[src/bpl_pkg.sv]
// ----------------------------------------------------------------------------
// Balance point package
// Shared types and constants: register map, configuration fields, ASCII codes.
// ----------------------------------------------------------------------------
package bpl_pkg;

    localparam int CENTER_W    = 16;
    localparam int SHIFT_W     = 5;
    localparam int LEN_W       = 8;
    localparam int POS_W       = 20;
    localparam int POS_MAX     = 524287;
    localparam int N_CORNERS   = 4;
    localparam int FIELD_IDX_W = 3;
    localparam int APB_AW      = 4;
    localparam int APB_DW      = 32;

    localparam logic [FIELD_IDX_W-1:0] FIELD_LIMIT = FIELD_IDX_W'(N_CORNERS);

    localparam logic [7:0] CH_TAB   = 8'h09;
    localparam logic [7:0] CH_NL    = 8'h0A;
    localparam logic [7:0] CH_CR    = 8'h0D;
    localparam logic [7:0] CH_SPACE = 8'h20;
    localparam logic [7:0] CH_PLUS  = 8'h2B;
    localparam logic [7:0] CH_MINUS = 8'h2D;
    localparam logic [7:0] CH_0     = 8'h30;
    localparam logic [7:0] CH_9     = 8'h39;
    localparam logic [7:0] CH_P     = 8'h70;

    localparam logic [CENTER_W-1:0] CENTER_X_RST = 16'd500;
    localparam logic [CENTER_W-1:0] CENTER_Y_RST = 16'd300;
    localparam logic [SHIFT_W-1:0]  SHIFT_RST    = 5'd13;
    localparam logic [LEN_W-1:0]    LEN_RST      = 8'd100;

    typedef enum logic [1:0] {
        REG_CENTER_X  = 2'd0,
        REG_CENTER_Y  = 2'd1,
        REG_AVG_SHIFT = 2'd2,
        REG_MAX_LEN   = 2'd3
    } t_reg_idx;

    typedef struct packed {
        logic [CENTER_W-1:0] center_x;
        logic [CENTER_W-1:0] center_y;
        logic [SHIFT_W-1:0]  average_shift;
        logic [LEN_W-1:0]    max_line_length;
    } t_cfg;

    typedef struct packed {
        logic line_end;
        logic ping;
    } t_evt;

endpackage

[src/bpl_cfg_regs.sv]
// ----------------------------------------------------------------------------
// Balance point configuration registers
// APB register file for center position, averaging shift and line length.
// ----------------------------------------------------------------------------
module bpl_cfg_regs (
    input  logic                       i_clk,
    input  logic                       i_rst_n,
    input  logic                       psel,
    input  logic                       penable,
    input  logic                       pwrite,
    input  logic [bpl_pkg::APB_AW-1:0] paddr,
    input  logic [bpl_pkg::APB_DW-1:0] pwdata,
    output logic [bpl_pkg::APB_DW-1:0] prdata,
    output logic                       pready,
    output bpl_pkg::t_cfg              o_cfg
);
    import bpl_pkg::*;

    t_cfg     r_cfg;
    t_reg_idx reg_idx;
    logic     wr_en;

    assign reg_idx = t_reg_idx'(paddr[3:2]);
    assign wr_en   = psel & penable & pwrite;
    assign pready  = 1'b1;
    assign o_cfg   = r_cfg;

    always_ff @(posedge i_clk) begin
        if (!i_rst_n) begin
            r_cfg.center_x        <= CENTER_X_RST;
            r_cfg.center_y        <= CENTER_Y_RST;
            r_cfg.average_shift   <= SHIFT_RST;
            r_cfg.max_line_length <= LEN_RST;
        end else if (wr_en) begin
            case (reg_idx)
                REG_CENTER_X:  r_cfg.center_x        <= pwdata[CENTER_W-1:0];
                REG_CENTER_Y:  r_cfg.center_y        <= pwdata[CENTER_W-1:0];
                REG_AVG_SHIFT: r_cfg.average_shift   <= pwdata[SHIFT_W-1:0];
                REG_MAX_LEN:   r_cfg.max_line_length <= pwdata[LEN_W-1:0];
                default: ;
            endcase
        end
    end

    always_comb begin
        case (reg_idx)
            REG_CENTER_X:  prdata = APB_DW'(r_cfg.center_x);
            REG_CENTER_Y:  prdata = APB_DW'(r_cfg.center_y);
            REG_AVG_SHIFT: prdata = APB_DW'(r_cfg.average_shift);
            REG_MAX_LEN:   prdata = APB_DW'(r_cfg.max_line_length);
            default:       prdata = '0;
        endcase
    end

endmodule

[src/bpl_parser.sv]
// ----------------------------------------------------------------------------
// Balance point line parser
// Registers one byte, tracks the line, parses up to four signed decimals into
// the corner values and emits a line-end or ping event with the corners.
// ----------------------------------------------------------------------------
module bpl_parser #(
    parameter int SAMPLE_BITS = 16
) (
    input  logic                                    i_clk,
    input  logic                                    i_rst_n,
    input  bpl_pkg::t_cfg                           i_cfg,
    input  logic                                    i_in_valid,
    output logic                                    o_in_stall,
    input  logic [7:0]                              i_in_byte,
    output logic                                    o_evt_valid,
    input  logic                                    i_evt_stall,
    output bpl_pkg::t_evt                           o_evt,
    output logic [bpl_pkg::N_CORNERS-1:0][SAMPLE_BITS-1:0] o_corners
);
    import bpl_pkg::*;

    localparam int PW = SAMPLE_BITS + 1;
    localparam int AW = SAMPLE_BITS + 5;
    localparam logic [PW-1:0] CAP   = PW'(1) << (SAMPLE_BITS - 1);
    localparam logic [PW-1:0] CAPM1 = CAP - PW'(1);

    logic                   r0_vld;
    logic [7:0]             r0_byte;

    logic [LEN_W-1:0]       r_line_pos;
    logic [7:0]             r_first_char;
    logic [FIELD_IDX_W-1:0] r_fi;
    logic [PW-1:0]          r_pval;
    logic                   r_neg;
    logic                   r_digits;
    logic                   r_sign;
    logic                   r_stop;
    logic [N_CORNERS-1:0][SAMPLE_BITS-1:0] r_corner;

    logic                   r1_vld;
    t_evt                   r1_evt;
    logic [N_CORNERS-1:0][SAMPLE_BITS-1:0] r1_corner;

    logic                   s0_ready;
    logic                   s1_ready;
    logic                   consume;

    logic [7:0]             c;
    logic [7:0]             first;
    logic                   data_line;
    logic                   is_digit;
    logic                   is_space;
    logic                   is_sign;
    logic                   active;
    logic                   line_end;
    logic [AW-1:0]          acc;

    logic [FIELD_IDX_W-1:0] n_fi;
    logic [PW-1:0]          n_pval;
    logic                   n_neg;
    logic                   n_digits;
    logic                   n_sign;
    logic                   n_stop;
    logic                   commit_old;
    logic                   commit_end;
    logic                   wr_en;
    logic [PW-1:0]          sel_pv;
    logic                   sel_neg;
    logic [PW-1:0]          neg_pv;
    logic [SAMPLE_BITS-1:0] wr_val;
    logic [N_CORNERS-1:0][SAMPLE_BITS-1:0] n_corner;
    logic [LEN_W-1:0]       n_line_pos;
    logic [FIELD_IDX_W-1:0] n_fi_line;
    logic [PW-1:0]          n_pval_line;
    logic                   n_neg_line;
    logic                   n_digits_line;
    logic                   n_sign_line;
    logic                   n_stop_line;

    assign s1_ready   = !r1_vld || !i_evt_stall;
    assign s0_ready   = !r0_vld || s1_ready;
    assign o_in_stall = !s0_ready;
    assign consume    = r0_vld && s1_ready;

    assign c         = r0_byte;
    assign first     = (r_line_pos == '0) ? c : r_first_char;
    assign data_line = (first != CH_P);
    assign is_digit  = c inside {[CH_0:CH_9]};
    assign is_space  = (c == CH_SPACE) || (c inside {[CH_TAB:CH_CR]});
    assign is_sign   = (c == CH_PLUS) || (c == CH_MINUS);
    assign active    = data_line && !r_stop && (r_fi < FIELD_LIMIT);
    assign line_end  = (c == CH_NL) ||
                       ({1'b0, r_line_pos} + 9'd1 >= {1'b0, i_cfg.max_line_length});
    assign acc       = AW'({r_pval, 3'b000}) + AW'({r_pval, 1'b0}) + AW'(c[3:0]);

    always_comb begin
        n_fi       = r_fi;
        n_pval     = r_pval;
        n_neg      = r_neg;
        n_digits   = r_digits;
        n_sign     = r_sign;
        n_stop     = r_stop;
        commit_old = 1'b0;
        if (active) begin
            if (is_digit) begin
                n_pval   = (acc > AW'(CAP)) ? CAP : acc[PW-1:0];
                n_digits = 1'b1;
            end else if (is_space) begin
                if (r_digits) begin
                    commit_old = 1'b1;
                end else if (r_sign) begin
                    n_stop = 1'b1;
                end
            end else if (is_sign) begin
                if (r_digits) begin
                    commit_old = 1'b1;
                end else if (r_sign) begin
                    n_stop = 1'b1;
                end
            end else begin
                commit_old = r_digits;
                n_stop     = 1'b1;
            end
        end
        if (commit_old) begin
            n_fi     = r_fi + FIELD_IDX_W'(1);
            n_pval   = '0;
            n_neg    = 1'b0;
            n_digits = 1'b0;
            n_sign   = 1'b0;
        end
        if (active && is_sign && !n_stop && (n_fi < FIELD_LIMIT)) begin
            n_sign = 1'b1;
            n_neg  = (c == CH_MINUS);
        end

        commit_end = line_end && data_line && n_digits && !n_stop && (n_fi < FIELD_LIMIT);
        wr_en      = commit_old || commit_end;
        sel_pv     = commit_old ? r_pval : n_pval;
        sel_neg    = commit_old ? r_neg  : n_neg;
        neg_pv     = PW'(0) - sel_pv;
        if (sel_neg) begin
            wr_val = neg_pv[SAMPLE_BITS-1:0];
        end else if (sel_pv >= CAP) begin
            wr_val = CAPM1[SAMPLE_BITS-1:0];
        end else begin
            wr_val = sel_pv[SAMPLE_BITS-1:0];
        end

        n_corner = r_corner;
        if (wr_en) begin
            n_corner[r_fi[1:0]] = wr_val;
        end

        if (line_end) begin
            n_line_pos    = '0;
            n_fi_line     = '0;
            n_pval_line   = '0;
            n_neg_line    = 1'b0;
            n_digits_line = 1'b0;
            n_sign_line   = 1'b0;
            n_stop_line   = 1'b0;
        end else begin
            n_line_pos    = r_line_pos + LEN_W'(1);
            n_fi_line     = n_fi;
            n_pval_line   = n_pval;
            n_neg_line    = n_neg;
            n_digits_line = n_digits;
            n_sign_line   = n_sign;
            n_stop_line   = n_stop;
        end
    end

    always_ff @(posedge i_clk) begin
        if (!i_rst_n) begin
            r0_vld <= 1'b0;
        end else if (s0_ready) begin
            r0_vld <= i_in_valid;
        end
        if (s0_ready && i_in_valid) begin
            r0_byte <= i_in_byte;
        end
    end

    always_ff @(posedge i_clk) begin
        if (!i_rst_n) begin
            r_line_pos   <= '0;
            r_first_char <= '0;
            r_fi         <= '0;
            r_pval       <= '0;
            r_neg        <= 1'b0;
            r_digits     <= 1'b0;
            r_sign       <= 1'b0;
            r_stop       <= 1'b0;
            r_corner     <= '0;
        end else if (consume) begin
            r_line_pos   <= n_line_pos;
            r_first_char <= first;
            r_fi         <= n_fi_line;
            r_pval       <= n_pval_line;
            r_neg        <= n_neg_line;
            r_digits     <= n_digits_line;
            r_sign       <= n_sign_line;
            r_stop       <= n_stop_line;
            r_corner     <= n_corner;
        end
    end

    always_ff @(posedge i_clk) begin
        if (!i_rst_n) begin
            r1_vld <= 1'b0;
        end else if (s1_ready) begin
            r1_vld <= consume && ((line_end && data_line) || (c == CH_P));
        end
        if (consume) begin
            r1_evt.line_end <= line_end && data_line;
            r1_evt.ping     <= (c == CH_P);
            r1_corner       <= n_corner;
        end
    end

    assign o_evt_valid = r1_vld;
    assign o_evt       = r1_evt;
    assign o_corners   = r1_corner;

endmodule

[src/bpl_baseline.sv]
// ----------------------------------------------------------------------------
// Balance point baseline tracker
// Updates the four corner baselines at each data line end and forms the
// horizontal and vertical deviation sums.
// ----------------------------------------------------------------------------
module bpl_baseline #(
    parameter int SAMPLE_BITS   = 16,
    parameter int FRACTION_BITS = 24
) (
    input  logic                                    i_clk,
    input  logic                                    i_rst_n,
    input  bpl_pkg::t_cfg                           i_cfg,
    input  logic                                    i_evt_valid,
    output logic                                    o_evt_stall,
    input  bpl_pkg::t_evt                           i_evt,
    input  logic [bpl_pkg::N_CORNERS-1:0][SAMPLE_BITS-1:0] i_corners,
    output logic                                    o_sum_valid,
    input  logic                                    i_sum_stall,
    output bpl_pkg::t_evt                           o_evt,
    output logic signed [SAMPLE_BITS+FRACTION_BITS+2:0] o_sum_x,
    output logic signed [SAMPLE_BITS+FRACTION_BITS+2:0] o_sum_y
);
    import bpl_pkg::*;

    localparam int BW = SAMPLE_BITS + FRACTION_BITS;
    localparam int DW = BW + 1;
    localparam int SW = BW + 3;

    logic [BW-1:0]        r_base [N_CORNERS];
    logic                 r_first;

    logic                 r2_vld;
    t_evt                 r2_evt;
    logic [BW-1:0]        r2_fx  [N_CORNERS];

    logic                 r3_vld;
    t_evt                 r3_evt;
    logic signed [SW-1:0] r3_sum_x;
    logic signed [SW-1:0] r3_sum_y;

    logic                 s2_ready;
    logic                 s3_ready;
    logic                 take;
    logic                 advance;

    logic [BW-1:0]        fx     [N_CORNERS];
    logic signed [BW:0]   diff   [N_CORNERS];
    logic signed [BW:0]   step   [N_CORNERS];
    logic [BW-1:0]        n_base [N_CORNERS];
    logic signed [DW-1:0] dev    [N_CORNERS];
    logic signed [SW-1:0] n_sum_x;
    logic signed [SW-1:0] n_sum_y;

    assign s3_ready    = !r3_vld || !i_sum_stall;
    assign s2_ready    = !r2_vld || s3_ready;
    assign o_evt_stall = !s2_ready;
    assign take        = i_evt_valid && s2_ready;
    assign advance     = r2_vld && s3_ready;

    always_comb begin
        for (int k = 0; k < N_CORNERS; k++) begin
            fx[k]     = {i_corners[k], {FRACTION_BITS{1'b0}}};
            diff[k]   = $signed({fx[k][BW-1], fx[k]}) - $signed({r_base[k][BW-1], r_base[k]});
            step[k]   = diff[k] >>> i_cfg.average_shift;
            n_base[k] = r_first ? fx[k] : (r_base[k] + step[k][BW-1:0]);
            dev[k]    = $signed({r2_fx[k][BW-1], r2_fx[k]})
                        - $signed({r_base[k][BW-1], r_base[k]});
        end
        n_sum_x = (SW'(dev[0]) - SW'(dev[1])) + (SW'(dev[2]) - SW'(dev[3]));
        n_sum_y = (SW'(dev[2]) - SW'(dev[0])) + (SW'(dev[3]) - SW'(dev[1]));
    end

    always_ff @(posedge i_clk) begin
        if (!i_rst_n) begin
            r_first <= 1'b1;
            for (int k = 0; k < N_CORNERS; k++) begin
                r_base[k] <= '0;
            end
        end else if (take && i_evt.line_end) begin
            r_first <= 1'b0;
            for (int k = 0; k < N_CORNERS; k++) begin
                r_base[k] <= n_base[k];
            end
        end
    end

    always_ff @(posedge i_clk) begin
        if (!i_rst_n) begin
            r2_vld <= 1'b0;
        end else if (s2_ready) begin
            r2_vld <= i_evt_valid;
        end
        if (take) begin
            r2_evt <= i_evt;
            for (int k = 0; k < N_CORNERS; k++) begin
                r2_fx[k] <= fx[k];
            end
        end
    end

    always_ff @(posedge i_clk) begin
        if (!i_rst_n) begin
            r3_vld <= 1'b0;
        end else if (s3_ready) begin
            r3_vld <= r2_vld;
        end
        if (advance) begin
            r3_evt   <= r2_evt;
            r3_sum_x <= n_sum_x;
            r3_sum_y <= n_sum_y;
        end
    end

    assign o_sum_valid = r3_vld;
    assign o_evt       = r3_evt;
    assign o_sum_x     = r3_sum_x;
    assign o_sum_y     = r3_sum_y;

endmodule

[src/bpl_position.sv]
// ----------------------------------------------------------------------------
// Balance point position stage
// Subtracts the deviation sums from the center, rounds half up, saturates to
// 20 bits and holds the result beat until it is taken.
// ----------------------------------------------------------------------------
module bpl_position #(
    parameter int SAMPLE_BITS   = 16,
    parameter int FRACTION_BITS = 24
) (
    input  logic                                        i_clk,
    input  logic                                        i_rst_n,
    input  bpl_pkg::t_cfg                               i_cfg,
    input  logic                                        i_sum_valid,
    output logic                                        o_sum_stall,
    input  bpl_pkg::t_evt                               i_evt,
    input  logic signed [SAMPLE_BITS+FRACTION_BITS+2:0] i_sum_x,
    input  logic signed [SAMPLE_BITS+FRACTION_BITS+2:0] i_sum_y,
    output logic                                        o_out_valid,
    input  logic                                        i_out_stall,
    output logic                                        o_position_valid,
    output logic signed [bpl_pkg::POS_W-1:0]            o_pos_x,
    output logic signed [bpl_pkg::POS_W-1:0]            o_pos_y,
    output logic                                        o_ping_seen
);
    import bpl_pkg::*;

    localparam int RW = (SAMPLE_BITS + 4 > POS_W + 1) ? SAMPLE_BITS + 4 : POS_W + 1;
    localparam int FW = RW + FRACTION_BITS;
    localparam logic signed [FW-1:0] HALF = FW'(1) << (FRACTION_BITS - 1);
    localparam logic signed [RW-1:0] PMAX = RW'(POS_MAX);
    localparam logic signed [RW-1:0] PMIN = ~PMAX;

    logic                    r_vld;
    logic                    r_pos_valid;
    logic [POS_W-1:0]        r_pos_x;
    logic [POS_W-1:0]        r_pos_y;
    logic                    r_ping;

    logic                    ready;
    logic signed [FW-1:0]    cx_f;
    logic signed [FW-1:0]    cy_f;
    logic signed [FW-1:0]    fx;
    logic signed [FW-1:0]    fy;
    logic signed [RW-1:0]    rx;
    logic signed [RW-1:0]    ry;
    logic [POS_W-1:0]        sat_x;
    logic [POS_W-1:0]        sat_y;

    assign ready       = !r_vld || !i_out_stall;
    assign o_sum_stall = !ready;

    always_comb begin
        cx_f = $signed(FW'({i_cfg.center_x, {FRACTION_BITS{1'b0}}}));
        cy_f = $signed(FW'({i_cfg.center_y, {FRACTION_BITS{1'b0}}}));
        fx   = cx_f - FW'(i_sum_x) + HALF;
        fy   = cy_f - FW'(i_sum_y) + HALF;
        rx   = fx[FW-1:FRACTION_BITS];
        ry   = fy[FW-1:FRACTION_BITS];
        if (rx > PMAX) begin
            sat_x = PMAX[POS_W-1:0];
        end else if (rx < PMIN) begin
            sat_x = PMIN[POS_W-1:0];
        end else begin
            sat_x = rx[POS_W-1:0];
        end
        if (ry > PMAX) begin
            sat_y = PMAX[POS_W-1:0];
        end else if (ry < PMIN) begin
            sat_y = PMIN[POS_W-1:0];
        end else begin
            sat_y = ry[POS_W-1:0];
        end
    end

    always_ff @(posedge i_clk) begin
        if (!i_rst_n) begin
            r_vld <= 1'b0;
        end else if (ready) begin
            r_vld <= i_sum_valid;
        end
        if (ready && i_sum_valid) begin
            r_pos_valid <= i_evt.line_end;
            r_ping      <= i_evt.ping;
            r_pos_x     <= i_evt.line_end ? sat_x : '0;
            r_pos_y     <= i_evt.line_end ? sat_y : '0;
        end
    end

    assign o_out_valid      = r_vld;
    assign o_position_valid = r_pos_valid;
    assign o_pos_x          = r_pos_x;
    assign o_pos_y          = r_pos_y;
    assign o_ping_seen      = r_ping;

endmodule

[src/balance_point_from_load_cells_unit.sv]
// ----------------------------------------------------------------------------
// Balance point from load cells
// Parses serial lines of four load-cell readings, tracks their baselines and
// outputs the rounded balance point on every data line.
// ----------------------------------------------------------------------------
// Takes one received byte per cycle, with no gaps between beats, until
// back-pressure from a stalled output reaches the input. A byte passes
// five register stages (input, parser, baseline update, deviation sums,
// position output) before its result beat appears; bytes that end no
// data line and are not 'p' produce no beat. The baseline update loop (one
// subtract, an arithmetic shift and one add per corner) sets the clock.
// A stalled output holds its beat while empty stages keep taking bytes.
// SAMPLE_BITS (8 to 32) sets the corner width, FRACTION_BITS (16 to 32) the
// baseline fraction.
module balance_point_from_load_cells_unit #(
    parameter int SAMPLE_BITS   = 16,
    parameter int FRACTION_BITS = 24
) (
    input  logic                             i_clk,
    input  logic                             i_rst_n,
    input  logic                             psel,
    input  logic                             penable,
    input  logic                             pwrite,
    input  logic [bpl_pkg::APB_AW-1:0]       paddr,
    input  logic [bpl_pkg::APB_DW-1:0]       pwdata,
    output logic [bpl_pkg::APB_DW-1:0]       prdata,
    output logic                             pready,
    input  logic                             i_in_valid,
    output logic                             o_in_stall,
    input  logic [7:0]                       i_rx_byte,
    output logic                             o_out_valid,
    input  logic                             i_out_stall,
    output logic                             o_position_valid,
    output logic signed [bpl_pkg::POS_W-1:0] o_pos_x,
    output logic signed [bpl_pkg::POS_W-1:0] o_pos_y,
    output logic                             o_ping_seen
);
    import bpl_pkg::*;

    localparam int SW = SAMPLE_BITS + FRACTION_BITS + 3;

    t_cfg                  cfg;
    logic                  evt_valid;
    logic                  evt_stall;
    t_evt                  evt;
    logic [N_CORNERS-1:0][SAMPLE_BITS-1:0] corners;
    logic                  sum_valid;
    logic                  sum_stall;
    t_evt                  sum_evt;
    logic signed [SW-1:0]  sum_x;
    logic signed [SW-1:0]  sum_y;

    bpl_cfg_regs u_cfg (
        .i_clk   (i_clk),
        .i_rst_n (i_rst_n),
        .psel    (psel),
        .penable (penable),
        .pwrite  (pwrite),
        .paddr   (paddr),
        .pwdata  (pwdata),
        .prdata  (prdata),
        .pready  (pready),
        .o_cfg   (cfg)
    );

    bpl_parser #(
        .SAMPLE_BITS (SAMPLE_BITS)
    ) u_parser (
        .i_clk       (i_clk),
        .i_rst_n     (i_rst_n),
        .i_cfg       (cfg),
        .i_in_valid  (i_in_valid),
        .o_in_stall  (o_in_stall),
        .i_in_byte   (i_rx_byte),
        .o_evt_valid (evt_valid),
        .i_evt_stall (evt_stall),
        .o_evt       (evt),
        .o_corners   (corners)
    );

    bpl_baseline #(
        .SAMPLE_BITS   (SAMPLE_BITS),
        .FRACTION_BITS (FRACTION_BITS)
    ) u_baseline (
        .i_clk       (i_clk),
        .i_rst_n     (i_rst_n),
        .i_cfg       (cfg),
        .i_evt_valid (evt_valid),
        .o_evt_stall (evt_stall),
        .i_evt       (evt),
        .i_corners   (corners),
        .o_sum_valid (sum_valid),
        .i_sum_stall (sum_stall),
        .o_evt       (sum_evt),
        .o_sum_x     (sum_x),
        .o_sum_y     (sum_y)
    );

    bpl_position #(
        .SAMPLE_BITS   (SAMPLE_BITS),
        .FRACTION_BITS (FRACTION_BITS)
    ) u_position (
        .i_clk            (i_clk),
        .i_rst_n          (i_rst_n),
        .i_cfg            (cfg),
        .i_sum_valid      (sum_valid),
        .o_sum_stall      (sum_stall),
        .i_evt            (sum_evt),
        .i_sum_x          (sum_x),
        .i_sum_y          (sum_y),
        .o_out_valid      (o_out_valid),
        .i_out_stall      (i_out_stall),
        .o_position_valid (o_position_valid),
        .o_pos_x          (o_pos_x),
        .o_pos_y          (o_pos_y),
        .o_ping_seen      (o_ping_seen)
    );

endmodule

[config.mk]
export PLATFORM = sky130hd
export DESIGN_NAME = balance_point_from_load_cells_unit
export DESIGN_NICKNAME = d
export VERILOG_FILES = /design/src/bpl_pkg.sv /design/src/bpl_cfg_regs.sv /design/src/bpl_parser.sv /design/src/bpl_baseline.sv /design/src/bpl_position.sv /design/src/balance_point_from_load_cells_unit.sv
export SDC_FILE = /design/constraint.sdc
export NUM_CORES = 2
export LEC_CHECK = 0
export BUFFER_PORTS_ARGS = -buffer_cell sky130_fd_sc_hd__buf_4
export CORE_MARGIN = 3
export CORE_UTILIZATION = 59
export DETAILED_ROUTE_END_ITERATION = 10
export HOLD_SLACK_MARGIN = 0.15
export MAX_ROUTING_LAYER = met4
export PLACE_DENSITY = 0.79
export SLEW_MARGIN = 25
export SYNTH_ARGS = -nofsm -noshare
export SYNTH_HDL_FRONTEND = slang
export SYNTH_HIERARCHICAL = 1
export SYNTH_SLANG_ARGS = --single-unit
[constraint.sdc]
create_clock -name i_clk -period 7.7 [get_ports i_clk]
set_clock_uncertainty 0.05 [all_clocks]
set_input_delay 0.385 -clock i_clk [delete_from_list [all_inputs] [get_ports i_clk]]
set_output_delay 0.385 -clock i_clk [all_outputs]
set_load 0.05 [all_outputs]
==> flow_metrics.env <==
export IMPL_timing_slew_headroom=0.1560
export IMPL_power_density_nw_per_um2=177.4
export IMPL_synth_cell_area_um2=60200
export IMPL_grt_pass1_wl_um=314000
export IMPL_routed_wirelength_um=208700
export IMPL_syn2layout_area_growth_pct=9.191
export IMPL_crit_reg2reg_capture="u_baseline/r_base[2][37]$_SDFFCE_PN0P_"
export IMPL_required_ns=8.01
export IMPL_grt_max_degree=114
export IMPL_detail_route_iter0_violations=6528
export IMPL_dr_pass1_iters=7
export IMPL_effective_utilization_at_floorplan=0.5985
export IMPL_ys_warnings_count=6
export IMPL_routabilityCongestion=1.064
export IMPL_cts_clk_slew_worst_paths_ns=0.06
export IMPL_timing_critical_path_from_type="flop"
export IMPL_drc=0
export IMPL_grt_antenna_before_repair=6
export IMPL_route_antenna_remaining_nets=0
export IMPL_report_final_hold_viol_count=0
export IMPL_yosysTopAreaCell="sky130_fd_sc_hd__edfxtp_1"
export IMPL_route_detailed_wl_per_inst_um=24.57
export IMPL_register_area_um2=16040
export IMPL_mostFrequentLayoutCells="628 x sky130_fd_sc_hd__nor2_1, 625 x sky130_fd_sc_hd__nand2_1, 564 x sky130_fd_sc_hd__a21oi_1"
export IMPL_pre_cts_ws_ns=0.2161
export IMPL_status="completed"
export IMPL_cts_inserted_buffers=70
export IMPL_setup_viol_count_final=0
export IMPL_critical_path_max_fanout=6
export IMPL_die_area_um2=105900
export IMPL_setup_total_negative_slack_ns=0
export IMPL_synth_avg_cell_area_um2=8.627
export IMPL_clk_root_buffer_cell="sky130_fd_sc_hd__clkbuf_16"
export IMPL_netlist_top_cells_area="sky130_fd_sc_hd__edfxtp_1 21%, sky130_fd_sc_hd__ha_1 9.4%, sky130_fd_sc_hd__fa_1 5.7%, sky130_fd_sc_hd__dfxtp_1 5.2%, sky130_fd_sc_hd__a21oi_1 4.7%"
export IMPL_clk_path_buf_depth=3
export IMPL_synthFlopType="sky130_fd_sc_hd__edfxtp_1"
export IMPL_slack_of_the_worst_reg_to_reg_path_ns=0.22
export IMPL_cpPeakStageDelay_ns=0.66
export IMPL_layout_setup_ws_ns=0.2224
export IMPL_path_common_cell="sky130_fd_sc_hd__o21ai_0"
export IMPL_core_area_um2=100600
export IMPL_post_route_cells_drive_above_1_share=0.1018
export IMPL_yosys_cell_types_count=128
export IMPL_multi_input_area_um2=41260
export IMPL_period_minus_ws_final_ns=7.478
export IMPL_cp_slowest_cell="sky130_fd_sc_hd__or4_1"
export IMPL_cts_sinks=585
export IMPL_dieWidth_um=325.4
export IMPL_source_of_the_worst_register_to_register_timing_path="u_baseline/r_base[2][10]$_SDFFCE_PP0P_"
export IMPL_final_period_utilization=0.9711
export IMPL_ys_seq_area_frac=0.2660
export IMPL_floorplan_rows=116
export IMPL_syn_instance_count=6978
export IMPL_reg2reg_depth=22
export IMPL_critPathLaunch="u_baseline/r_base[2][10]$_SDFFCE_PP0P_"
export IMPL_final_common_cell="sky130_fd_sc_hd__nor2_1"
export IMPL_final_fill_count=8432
export IMPL_synth_top_cell_area_share=0.2145
export IMPL_final_max_slew_viol_count=0
export IMPL_hpwlAfterDp_um=161300
export IMPL_worstSetupPathType="flop to flop"
export IMPL_grt_use_total=0.3900
export IMPL_worstPathCellList="or4_1 > nor4_4 > nand4_1 > a31oi_4 > a21boi_0 > xnor2_1 > mux2_2 > mux4_2 > o21ai_0 > o21ai_0 > ha_1 > nand4_1 > nor3_1 > nand3_1 > a31oi_1 > a22oi_2 > nor3_1 > nor2_1 > o311ai_0 > o21ai_0 > xor2_1 > o21ai_0"
export IMPL_tightest_slew_ns=1.257
export IMPL_fraction_of_registers_with_async_set_or_reset_after_synthesis=0
export IMPL_critPathCaptureType="flop"
export IMPL_hold_slack_final_ns=0.2558
export IMPL_globalRouteOverflowTotal=0
export IMPL_chipHeight_um=325.4
export IMPL_synth_edff_count=430
export IMPL_detail_route_vias_per_cell=6.669
export IMPL_cts_max_level=3
export IMPL_worst_ep_arrival_time_ns=7.79
export IMPL_post_route_util=0.6535
export IMPL_num_io_pins=128
export IMPL_synth_ff_latch_count=585
export IMPL_max_clock_freq_mhz=133.7
export IMPL_drv_max_cap_violation_count=0
export IMPL_min_path_type="input pin to flop"
export IMPL_max_vdd_ir_drop_uv=152.3
export IMPL_report_power_total_mw=11.66
export IMPL_cts_tree="done"
export IMPL_final_nets=7758
export IMPL_worstSkewPairLatency_ns=0.68
export IMPL_io_buffer_count=92
export IMPL_grt_pass1_vias=53190
export IMPL_detailroute_via_count=56670
export IMPL_worstSetupEndpoint="u_baseline/r_base[2][37]$_SDFFCE_PN0P_"
export IMPL_total_leakage_power_nw=27.47
[how the worst min path moves through the flow]
stage	depth (start not counted)	slack, ns	from	endpoint
2_1_floorplan	0	0.35	u_baseline/r2_evt[0]$_DFFE_PP_	u_baseline/o_evt[0]$_DFFE_PP_
3_3_place_gp	0	0.35	u_parser/o_evt[0]$_DFFE_PP_	u_baseline/r2_evt[0]$_DFFE_PP_
3_5_place_dp	0	0.36	u_parser/o_evt[0]$_DFFE_PP_	u_baseline/r2_evt[0]$_DFFE_PP_
4_1_cts	4	0.22	paddr[3]	u_cfg/o_cfg[11]$_SDFFE_PN1P_
5_1_grt	3	0.25	i_out_stall	u_position/o_out_valid$_SDFFE_PN0N_
6_report	3	0.26	i_out_stall	u_position/o_out_valid$_SDFFE_PN0N_
[registers in the layout, summed over array words and instances, names as in the netlist, 2 cells and up]
name	count
u_baseline/r2_fx	64
u_position/o_pos_y	20
u_baseline/r2_evt	2
u_parser/r_pval	17
u_parser/o_evt	2
u_baseline/o_evt	2
u_parser/r_line_pos	8
u_parser/r_corner	64
u_baseline/o_sum_y	43
u_cfg/o_cfg	45
u_parser/o_corners	64
u_parser/r_first_char	8
u_parser/c	8
u_parser/r_fi	3
u_position/o_pos_x	20
u_baseline/o_sum_x	43
u_baseline/r_base	160
[per-layer routing]
metal  global-route usage  vias up  part of all wire
met5                    -        -                 0
met3              0.09982      593              0.12
met2               0.5901     3225              0.44
met4               0.1658        0             0.051
met1               0.4963    27080              0.39
li1                     -    25770                 -
[Yosys cell counts, types with 87 or more instances]
cell	number
sky130_fd_sc_hd__clkbuf_1	233
sky130_fd_sc_hd__xnor2_1	249
sky130_fd_sc_hd__ha_1	453
sky130_fd_sc_hd__a21oi_1	564
sky130_fd_sc_hd__nor2_1	633
sky130_fd_sc_hd__o211ai_1	87
sky130_fd_sc_hd__o21ai_0	407
sky130_fd_sc_hd__edfxtp_1	430
sky130_fd_sc_hd__a31oi_1	91
sky130_fd_sc_hd__nor3_1	143
sky130_fd_sc_hd__dfxtp_1	155
sky130_fd_sc_hd__nand2_1	627
sky130_fd_sc_hd__a21o_1	210
sky130_fd_sc_hd__mux2i_1	237
sky130_fd_sc_hd__fa_1	172
sky130_fd_sc_hd__inv_1	445
sky130_fd_sc_hd__nand3_1	168
sky130_fd_sc_hd__xor2_1	173
[cells by family after synthesis]
| family | after synthesis | synth area share |
|---|---|---|
| AO/OA/AOI/OAI | 2051 | 0.2226 |
| XOR/XNOR | 424 | 0.06194 |
| adder cells (fa/ha/maj) | 625 | 0.1514 |
| buffers and inverters | 769 | 0.05263 |
| flip-flops | 585 | 0.2660 |
| multiplexers | 368 | 0.07283 |
| other | 2 | 0.0001248 |
| AND/OR/NAND/NOR | 2154 | 0.1725 |
[metrics by stage]
step                      std cells  instance area, µm²
after detailed placement       8339               62970
after global placement         8338               62940
after global routing           8496               65730
after floorplan                6993               60260
after CTS                      8490               65580
final                          8497               65730
[critical path, delay by kind of cell, from the launching register on]
family                     cells  cell delay, ns
xor gates and xnor gates       2            0.39
and+or+nand+nor                8            2.53
adders and majority gates      1            0.43
DFF                            1            0.45
muxes                          2            0.80
AOI/OAI and AO/OA              9            2.51
[timing repair]
action,4_1_cts,5_1_grt
endpoints found under the setup margin,0,13
buffers inserted,0,1
hold endpoints to repair,55,0
hold buffers,26,0
gates resized for setup,0,17
[cell type report]
cell class | instances | area share
clock inverters | 35 | 0.005387
flip-flops and latches | 585 | 0.2440
repair buffers | 336 | 0.04070
multi-input cells | 5639 | 0.6277
inverters | 450 | 0.02589
well taps | 1357 | 0.02583
clock buffers | 90 | 0.03032
diodes | 5 | 0.0001903
[power by group]
part	switching (mW)	internal (mW)
registers	0.0811	3.55
logic	2.72	1.85
clock network	1.48	1.98
No activity file was read; power rests on OpenSTA's default activity.
